File: src/hdl/mtep_pkg.sv
// ----------------------------------------------------------------------------
// MIDI track event parser package
// Shared types, phase codes and result kinds.
// ----------------------------------------------------------------------------
package mtep_pkg;

   localparam int TIME_WIDTH = 48;
   localparam int QUEUE_DEPTH = 2;

   typedef enum logic [3:0] {
      PH_DELTA   = 4'd0,
      PH_STATUS  = 4'd1,
      PH_DATA1   = 4'd2,
      PH_DATA2   = 4'd3,
      PH_MTYPE   = 4'd4,
      PH_MLEN    = 4'd5,
      PH_SLEN    = 4'd6,
      PH_PAYLOAD = 4'd7,
      PH_LSYSEX  = 4'd8
   } phase_type;

   typedef enum logic [2:0] {
      KIND_SHORT   = 3'd0,
      KIND_HEADER  = 3'd1,
      KIND_PAYLOAD = 3'd2,
      KIND_IGNORED = 3'd3,
      KIND_ERROR   = 3'd4
   } kind_type;

   localparam logic [7:0] ST_SYSEX = 8'hf0;
   localparam logic [7:0] ST_EOX   = 8'hf7;
   localparam logic [7:0] ST_META  = 8'hff;
   localparam logic [7:0] META_EOT = 8'h2f;
   localparam logic [TIME_WIDTH-1:0] EOT_TIME = TIME_WIDTH'(32'h0003ffff);

   typedef struct packed {
      logic [7:0] in_byte;
      logic       live_mode;
   } item_type;

   typedef struct packed {
      logic [2:0]  kind;
      logic [27:0] delta_time;
      logic [47:0] event_time;
      logic [7:0]  status_byte;
      logic [7:0]  first_data;
      logic [7:0]  second_data;
      logic [27:0] payload_length;
      logic [7:0]  payload_byte;
      logic        last_of_event;
      logic        track_end;
   } result_type;

   function automatic logic two_data(input logic [7:0] s);
      logic [3:0] hi;
      hi = s[7:4];
      return (s == 8'hf2) || (hi != 4'hc && hi != 4'hd && hi != 4'hf);
   endfunction

endpackage

File: src/hdl/mtep_queue.sv
// ----------------------------------------------------------------------------
// MIDI track event parser queue
// Two-entry queue between the byte front end and the event engine.
// ----------------------------------------------------------------------------
module mtep_queue
   import mtep_pkg::*;
(
   input  logic     clock,
   input  logic     reset,
   input  logic     wr_valid,
   output logic     wr_ready,
   input  item_type wr_data,
   output logic     rd_valid,
   input  logic     rd_ready,
   output item_type rd_data
);

   item_type   mem_ff [QUEUE_DEPTH];
   logic       wp_ff, wp_in, rp_ff, rp_in;
   logic [1:0] cnt_ff, cnt_in;
   logic       push, pop;

   assign wr_ready = (cnt_ff != 2'(QUEUE_DEPTH));
   assign rd_valid = (cnt_ff != 2'd0);
   assign rd_data  = mem_ff[rp_ff];
   assign push     = wr_valid && wr_ready;
   assign pop      = rd_valid && rd_ready;

   always_comb begin
      wp_in  = push ? ~wp_ff : wp_ff;
      rp_in  = pop ? ~rp_ff : rp_ff;
      cnt_in = cnt_ff + 2'(push) - 2'(pop);
   end

   always_ff @(posedge clock) begin
      if (reset) begin
         wp_ff  <= 1'b0;
         rp_ff  <= 1'b0;
         cnt_ff <= 2'd0;
      end else begin
         wp_ff  <= wp_in;
         rp_ff  <= rp_in;
         cnt_ff <= cnt_in;
      end
      if (push) mem_ff[wp_ff] <= wr_data;
   end

   a_no_over: assert property (@(posedge clock) disable iff (reset)
      cnt_ff <= 2'(QUEUE_DEPTH)) else $error("queue overflow");
   a_cnt: assert property (@(posedge clock) disable iff (reset)
      push && !pop |=> cnt_ff == $past(cnt_ff) + 2'd1) else $error("count");
   a_pop: assert property (@(posedge clock) disable iff (reset)
      pop && !push |=> cnt_ff == $past(cnt_ff) - 2'd1) else $error("count");

endmodule

File: src/hdl/mtep_engine.sv
// ----------------------------------------------------------------------------
// MIDI track event parser engine
// Parses one queued byte per cycle, unless stalled, and registers the result.
// ----------------------------------------------------------------------------
module mtep_engine
   import mtep_pkg::*;
(
   input  logic       clock,
   input  logic       reset,
   input  logic       in_valid,
   output logic       in_ready,
   input  item_type   in_item,
   output logic       out_valid,
   input  logic       out_ready,
   output result_type out_data
);

   phase_type              phase_ff, phase_in;
   logic [7:0]             held_ff, held_in, cur_ff, cur_in, fd_ff, fd_in;
   logic [27:0]            dacc_ff, dacc_in, prem_ff, prem_in;
   logic [1:0]             vcnt_ff, vcnt_in;
   logic [TIME_WIDTH-1:0]  tick_ff, tick_in;
   logic                   halt_ff, halt_in;
   logic                   ov_ff, ov_in;
   result_type             res_ff, res_in;
   logic                   step, emit;

   assign out_valid = ov_ff;
   assign out_data  = res_ff;
   assign in_ready  = !ov_ff || out_ready;
   assign step      = in_valid && in_ready;

   always_comb begin
      logic [7:0]  b, s, st;
      logic        lm, again, meta, eot, done, none, ism, last, stop;
      logic [27:0] acc;
      logic [3:0]  k;
      logic [2:0]  kind;
      logic [7:0]  d1, d2, pb;
      logic [27:0] len;
      logic        rl, reot, fin, feot;
      logic        kept;
      b = in_item.in_byte;
      lm = in_item.live_mode;
      phase_in = phase_ff; held_in = held_ff; cur_in = cur_ff; fd_in = fd_ff;
      dacc_in = dacc_ff; prem_in = prem_ff; vcnt_in = vcnt_ff; tick_in = tick_ff;
      halt_in = halt_ff;
      emit = 1'b0; fin = 1'b0; feot = 1'b0; kept = 1'b0;
      kind = KIND_SHORT; st = 8'd0; d1 = 8'd0; d2 = 8'd0; len = 28'd0; pb = 8'd0;
      rl = 1'b0; reot = 1'b0;
      again = 1'b0; s = 8'd0; done = 1'b0; acc = 28'd0; none = 1'b0; ism = 1'b0;
      last = 1'b0; stop = 1'b0; meta = 1'b0; eot = 1'b0;
      res_in.delta_time = 28'd0; res_in.event_time = 48'd0;
      if (!halt_ff) begin
         if (phase_in > PH_LSYSEX) phase_in = PH_DELTA;
         if (lm && phase_in == PH_DELTA) begin
            phase_in = PH_STATUS; dacc_in = 28'd0; vcnt_in = 2'd0;
         end
         for (k = 4'd0; k < 4'd2; k = k + 4'd1) begin
            if (!stop) begin
               again = 1'b0;
               meta = (cur_in == ST_META);
               eot = meta && fd_in == META_EOT;
               case (phase_in)
                  PH_DELTA: begin
                     done = (vcnt_in == 2'd3) || !b[7];
                     dacc_in = {dacc_in[20:0], b[6:0]};
                     vcnt_in = done ? 2'd0 : vcnt_in + 2'd1;
                     if (done) begin
                        tick_in = tick_in + TIME_WIDTH'(dacc_in);
                        phase_in = PH_STATUS;
                     end
                  end
                  PH_STATUS: begin
                     if (!b[7] && held_in == 8'd0) begin
                        emit = 1'b1; kind = KIND_ERROR; d1 = b; rl = 1'b1;
                        halt_in = 1'b1;
                     end else begin
                        if (b[7]) held_in = b;
                        s = b[7] ? b : held_in;
                        cur_in = s;
                        if (s == ST_SYSEX && lm) begin
                           emit = 1'b1; kind = KIND_HEADER; st = s;
                           phase_in = PH_LSYSEX;
                        end else if (s == ST_SYSEX) begin
                           prem_in = 28'd0; vcnt_in = 2'd0; phase_in = PH_SLEN;
                        end else if (s == ST_META && !lm) begin
                           phase_in = PH_MTYPE;
                        end else if (s == 8'hf1 || s == 8'hf2 || s == 8'hf3
                                     || s < ST_SYSEX) begin
                           phase_in = PH_DATA1;
                        end else begin
                           emit = 1'b1; st = s; rl = 1'b1; fin = 1'b1;
                           kind = (s == 8'hf4 || s == 8'hf5 || s == ST_EOX ||
                                   s == 8'hfd) ? KIND_IGNORED : KIND_SHORT;
                        end
                        if (!b[7]) again = !emit || (fin && !lm);
                     end
                  end
                  PH_DATA1: begin
                     if (two_data(cur_in)) begin
                        fd_in = b; phase_in = PH_DATA2;
                     end else begin
                        emit = 1'b1; st = cur_in; d1 = b; rl = 1'b1; fin = 1'b1;
                     end
                  end
                  PH_DATA2: begin
                     st = cur_in;
                     if (st[7:4] == 4'h9 && b == 8'd0) st = {4'h8, st[3:0]};
                     emit = 1'b1; d1 = fd_in; d2 = b; rl = 1'b1; fin = 1'b1;
                  end
                  PH_MTYPE: begin
                     fd_in = b; prem_in = 28'd0; vcnt_in = 2'd0; phase_in = PH_MLEN;
                  end
                  PH_MLEN, PH_SLEN: begin
                     done = (vcnt_in == 2'd3) || !b[7];
                     acc = {prem_in[20:0], b[6:0]};
                     prem_in = acc;
                     vcnt_in = done ? 2'd0 : vcnt_in + 2'd1;
                     if (done) begin
                        none = (acc == 28'd0);
                        ism = (phase_in == PH_MLEN);
                        emit = 1'b1; kind = KIND_HEADER; st = cur_in;
                        d1 = ism ? fd_in : 8'd0; len = acc; rl = none;
                        reot = ism && eot;
                        if (none) begin fin = 1'b1; feot = ism && eot; end
                        else phase_in = PH_PAYLOAD;
                     end
                  end
                  PH_PAYLOAD: begin
                     prem_in = prem_in - 28'd1;
                     last = (prem_in == 28'd0);
                     emit = 1'b1; kind = KIND_PAYLOAD; st = cur_in;
                     d1 = meta ? fd_in : 8'd0; pb = b; rl = last; reot = eot;
                     fin = last; feot = eot;
                  end
                  default: begin
                     emit = 1'b1; kind = KIND_PAYLOAD; st = cur_in; pb = b;
                     rl = (b == ST_EOX); fin = rl;
                  end
               endcase
               if (emit && !kept) begin
                  res_in.delta_time = (lm || (reot && tick_in == EOT_TIME)) ?
                                      28'd0 : dacc_in;
                  res_in.event_time = 48'(tick_in);
               end
               kept = emit;
               if (fin) begin
                  if (feot) begin held_in = 8'd0; tick_in = '0; end
                  phase_in = lm ? PH_STATUS : PH_DELTA;
                  dacc_in = 28'd0; vcnt_in = 2'd0;
                  fin = 1'b0;
               end
               stop = !again;
            end
         end
      end
      res_in.kind = kind; res_in.status_byte = st; res_in.first_data = d1;
      res_in.second_data = d2; res_in.payload_length = len;
      res_in.payload_byte = pb; res_in.last_of_event = rl;
      res_in.track_end = reot;
      ov_in = step ? emit : (ov_ff && !out_ready);
   end

   always_ff @(posedge clock) begin
      if (reset) begin
         phase_ff <= PH_DELTA; held_ff <= 8'd0; cur_ff <= 8'd0; fd_ff <= 8'd0;
         dacc_ff <= 28'd0; prem_ff <= 28'd0; vcnt_ff <= 2'd0; tick_ff <= '0;
         halt_ff <= 1'b0; ov_ff <= 1'b0;
      end else begin
         ov_ff <= ov_in;
         if (step) begin
            phase_ff <= phase_in; held_ff <= held_in; cur_ff <= cur_in;
            fd_ff <= fd_in; dacc_ff <= dacc_in; prem_ff <= prem_in;
            vcnt_ff <= vcnt_in; tick_ff <= tick_in; halt_ff <= halt_in;
         end
      end
      if (step && emit) res_ff <= res_in;
   end

   a_halt: assert property (@(posedge clock) disable iff (reset)
      halt_ff |=> halt_ff) else $error("halt cleared");
   a_halt_quiet: assert property (@(posedge clock) disable iff (reset)
      halt_ff && step |=> !ov_ff || $stable(res_ff)) else $error("result after halt");
   a_hold: assert property (@(posedge clock) disable iff (reset)
      ov_ff && !out_ready |=> ov_ff && $stable(res_ff)) else $error("dropped");

endmodule

File: src/hdl/midi_track_event_parser.sv
// ----------------------------------------------------------------------------
// MIDI track event parser
// Decodes a MIDI track or live byte stream into events.
// ----------------------------------------------------------------------------
// Usage: bytes enter on req_valid/req_ready, one transaction per byte. They
// go into a two-entry queue; the engine reads one byte per cycle and produces
// at most one result per byte, held in an output register on rsp_valid until
// rsp_ready takes it. The engine takes a new byte in the same cycle that a
// held result is taken, so throughput is one byte per cycle while rsp_ready
// stays high. Each byte is registered in the queue and its result in the
// output register. csr_write_enable writes live_mode; write it only while
// idle. A synchronous reset clears the queue, the output register, running
// status, the timestamp and the error halt, and sets file mode. When the
// receiver stalls, the output holds and the queue fills, then req_ready drops.
// ----------------------------------------------------------------------------
module midi_track_event_parser
   import mtep_pkg::*;
(
   input  logic        clock,
   input  logic        reset,
   input  logic        req_valid,
   output logic        req_ready,
   input  logic [7:0]  req_in_byte,
   input  logic        csr_write_enable,
   input  logic        csr_write_data,
   output logic        rsp_valid,
   input  logic        rsp_ready,
   output logic [2:0]  rsp_kind,
   output logic [27:0] rsp_delta_time,
   output logic [47:0] rsp_event_time,
   output logic [7:0]  rsp_status_byte,
   output logic [7:0]  rsp_first_data,
   output logic [7:0]  rsp_second_data,
   output logic [27:0] rsp_payload_length,
   output logic [7:0]  rsp_payload_byte,
   output logic        rsp_last_of_event,
   output logic        rsp_track_end
);

   logic       live_ff;
   item_type   wr_item, rd_item;
   logic       q_valid, q_ready;
   result_type res;

   always_ff @(posedge clock) begin
      if (reset) live_ff <= 1'b0;
      else if (csr_write_enable) live_ff <= csr_write_data;
   end

   assign wr_item.in_byte   = req_in_byte;
   assign wr_item.live_mode = live_ff;

   mtep_queue u_queue (
      .clock, .reset, .wr_valid(req_valid), .wr_ready(req_ready),
      .wr_data(wr_item), .rd_valid(q_valid), .rd_ready(q_ready), .rd_data(rd_item)
   );

   mtep_engine u_engine (
      .clock, .reset, .in_valid(q_valid), .in_ready(q_ready), .in_item(rd_item),
      .out_valid(rsp_valid), .out_ready(rsp_ready), .out_data(res)
   );

   assign rsp_kind           = res.kind;
   assign rsp_delta_time     = res.delta_time;
   assign rsp_event_time     = res.event_time;
   assign rsp_status_byte    = res.status_byte;
   assign rsp_first_data     = res.first_data;
   assign rsp_second_data    = res.second_data;
   assign rsp_payload_length = res.payload_length;
   assign rsp_payload_byte   = res.payload_byte;
   assign rsp_last_of_event  = res.last_of_event;
   assign rsp_track_end      = res.track_end;

endmodule

File: config.mk
export PLATFORM = sky130hd
export DESIGN_NAME = midi_track_event_parser
export DESIGN_NICKNAME = d
export VERILOG_FILES = /design/src/hdl/mtep_pkg.sv /design/src/hdl/mtep_queue.sv /design/src/hdl/mtep_engine.sv /design/src/hdl/midi_track_event_parser.sv
export SDC_FILE = /design/constraint.sdc
export NUM_CORES = 1
export LEC_CHECK = 0
export ABC_CLOCK_PERIOD_IN_PS = 12300
export BUFFER_PORTS_ARGS = -buffer_cell sky130_fd_sc_hd__buf_2
export CORE_MARGIN = 4
export CORE_UTILIZATION = 55
export DETAILED_ROUTE_END_ITERATION = 10
export PLACE_DENSITY = 0.82
export SYNTH_ARGS = -nofsm -noshare
export SYNTH_HDL_FRONTEND = slang
export SYNTH_SLANG_ARGS = --single-unit
File: constraint.sdc
create_clock -name clock -period 12.3 [get_ports clock]
set_clock_uncertainty 0.15 [all_clocks]
set_input_delay 1.23 -clock clock [delete_from_list [all_inputs] [get_ports clock]]
set_output_delay 1.23 -clock clock [all_outputs]
set_load 0.005 [all_outputs]
==> flow_summary.ini <==
[clocking]
cts-root-buf = clkbuf_16
cts_max_path_buffers = 3
clock_sinks = 301
clk_pin_slew_worst_paths_ps = 70
cts-resized-gates = 0
hold_buffers = 0
htreeDepth = 2
cts_tree = yes
insertion_delay_ps = 560
postCtsSetupBuffers = 0
numCtsBuffers = 35

[sta]
drv_slew = 0
fin_crit_ps = 9130
holdWs_ps = 318
fmax_mhz = 110
setup_viol = 0
period_share_pct = 74.2
final_hold_viol_count = 0
tightest_slew_ps = 1280
max_slew_margin_pct = 14.8
rsz0062_at_grt = no
timing.setup.tns_ps = 0

[placed_design]
dp.cells = 3092
globalplace.congestion = 1.03
dpl_cell_area_um2 = 22400
hpwlAfterDp_um = 58700
port_buffers = 156

[run_status]
status = finished, final reports clean

[worst_setup_path]
slowest_delay_ps = 940
r2r-end = u_engine.out_data[86]
r2r_start = u_engine.phase_ff[2]
reg2reg_depth = 31
cpMaxStageDelayCell = a2111oi_0
r2r_setup_slack_ps = 3170
endpoint_kind = register
start_kind = register
worstPathMaxFanout = 43
cp.arrival_ps = 9260
cp-startpoint = u_engine.phase_ff[2]
cp_common_cell = buf_4
critical_path_class = register to register
crit_required_ps = 12430

[detailed_routing]
drt-initial-drc-count = 3040
dr.pass1.iters = 9
antenna_left = 0
wl_um = 80400
vias = 21800
wire_per_inst_um = 25.5
viasPerCell = 6.90
post-route-drc-count = 0

[layout]
mostFrequentLayoutCells = nor2_1 (351), nand2_1 (204), a21oi_1 (162)
nets = 2696
drive_gt1_share_pct = 12.6
final_cell_area_um2 = 23600
stdcell_count = 3156
insertedDiodeCount = 0
syn_to_final_growth_pct = 10.8
final_common_cell = nor2_1
fillers = 3348

[grt]
grt_pass1_vias = 20700
grt_pass1_wl_um = 122000
antenna_found_initial = 0
grtUsageTotal_pct = 37.3
grt_overflow = 0
grt_max_degree = 81

[pwr]
power_leakage_nw = 9.15
irDropWorstVdd_mv = 0.239
p_seq_share_pct = 26.7
p_clk_share_pct = 18.6
pwr_density_cell_nw_per_um2 = 251
p_sw_share_pct = 48.5
power_frac_comb_pct = 54.7
internal_power_w = 0.00304
p_switching_w = 0.00286

[worst_hold_path]
worstHoldEndpoint = u_engine.dacc_ff[23]
hold_depth = 1
hp-class = register to register
hold_path_startpoint = u_engine.dacc_ff[23]

[floorplanning]
die_h_um = 205
io_pins = 157
fp.dieW_um = 205
start_util_pct = 56.1
die-area_um2 = 41900
num_rows = 71
core_area_um2 = 37900

[synth]
synth-async-reset-ratio_pct = 0
syn-mean-instance-area_um2 = 8.33
synth.distinct_cells = 103
syn-num-nets = 2633
synthesis.area_um2 = 21300
synth_edf_count = 159
ys_ff_latch = 301
synth-seq-area-share_pct = 35.8
synthFlopType = edfxtp_1
yosysWarnings = 0
syn_inst = 2555

[job]
maxCapViolations = 0
-- power by group through the flow --
stage               clock (W)  combinational (W)  sequential [W]
finish                0.00110            0.00323         0.00158
CTS                   0.00111            0.00313         0.00157
floorplan                   0            0.00213         0.00156
detailed placement          0            0.00312         0.00158
global placement            0            0.00307         0.00158
global route          0.00115            0.00345         0.00160
-- cells by family (layout without fill, tap and decap cells) --
| kind of cell | count (synthesis) | count (layout) | share of synthesized area, % |
|---|---|---|---|
| and+or+nand+nor | 1054 | 1054 | 24.8 |
| AOI/OAI and AO/OA | 744 | 744 | 24.2 |
| DFF | 301 | 301 | 35.8 |
| buffers and inverters | 235 | 325 | 4.41 |
| xor gates and xnor gates | 107 | 107 | 4.41 |
| adders and majority gates | 66 | 66 | 3.93 |
| muxes | 48 | 48 | 2.43 |
-- cell type report --
| type | count | area, µm² | area share (%) |
|---|---|---|---|
| Multi-Input combinational cell | 2019 | 12800 | 54.2 |
| Sequential cell | 301 | 7620 | 32.3 |
| Timing Repair Buffer | 203 | 1140 | 4.82 |
| Clock buffer | 42 | 933 | 3.96 |
| Tap cell | 511 | 639 | 2.71 |
| Clock inverter | 22 | 259 | 1.10 |
| Inverter | 58 | 218 | 0.923 |
-- synthesized netlist by cell type, types with 14 or more instances --
cell        n  area [µm²]
a211oi_1   46         345
a21o_1     35         263
a21oi_1   163         816
a22o_1     33         289
a22oi_1    40         300
a311oi_1   20         175
a31oi_1    37         231
and2_1     56         350
and3_1     34         213
clkbuf_1  148         556
dfxtp_1   142        2840
edfxtp_1  159        4770
ha_1       62         776
inv_1      55         206
mux2i_1    39         390
nand2_1   204         766
nand2b_1   31         194
nand3_1    47         235
nand4_1    52         325
nor2_1    355        1330
nor2b_1    24         150
nor3_1     93         465
nor4_1     32         200
o211ai_1   24         180
o21a_1     22         165
o21ai_0   112         561
o21ai_1    14        70.1
o22ai_1    20         125
or2_2      16         100
or3_1      28         175
or4_1      18         135
xnor2_1    69         604
xor2_1     38         333
-- metal layers --
metal / global-route usage [%] / part of all wire (%)
met5: 0 / 0
met4: 18.1 / 5.4
met2: 58.6 / 45
met3: 7.35 / 11
met1: 49.5 / 39
-- state kept, by name, indices dropped and copies added (netlist names), named ones only --
| name | count |
|---|---|
| u_engine.dacc_ff | 28 |
| u_engine.prem_ff | 28 |
| u_engine.vcnt_ff | 2 |
| u_queue.mem_ff | 18 |
| u_engine.halt_ff | 1 |
| u_engine.phase_ff | 4 |
| u_engine.out_valid | 1 |
| u_engine.held_ff | 8 |
| u_queue.cnt_ff | 2 |
| u_engine.fd_ff | 8 |
| u_engine.cur_ff | 8 |
| live_ff | 1 |
| u_engine.tick_ff | 48 |
| u_engine.out_data | 141 |
| u_queue.wp_ff | 1 |
| u_queue.rp_ff | 1 |
-- through the flow --
step                power, W  setup WS (ps)  utilization (%)
floorplan            0.00370           1490                -
global placement     0.00464           3640             59.0
detailed placement   0.00470           3420             59.0
CTS                  0.00580           3350             62.2
global route         0.00621           2340             62.2
finish               0.00591           3170             62.2
-- worst max path at each step --
stage / end / cells past startpoint
2_1_floorplan: u_engine.out_data[0] / 21
3_3_place_gp: u_engine.out_data[86] / 31
3_5_place_dp: u_engine.out_data[86] / 31
4_1_cts: u_engine.out_data[86] / 31
5_1_grt: u_engine.out_data[86] / 31
6_report: u_engine.out_data[86] / 31
-- critical path, delay by kind of cell (launching register included) --
| family | cells | cell delay, ps |
|---|---|---|
| AO/OA/AOI/OAI | 15 | 3950 |
| adder cells (fa/ha/maj) | 3 | 990 |
| XOR/XNOR | 1 | 200 |
| buffers and inverters | 4 | 1140 |
| flip-flops | 1 | 540 |
| AND/OR/NAND/NOR | 8 | 1840 |
Power figures use the tool's default switching activity.
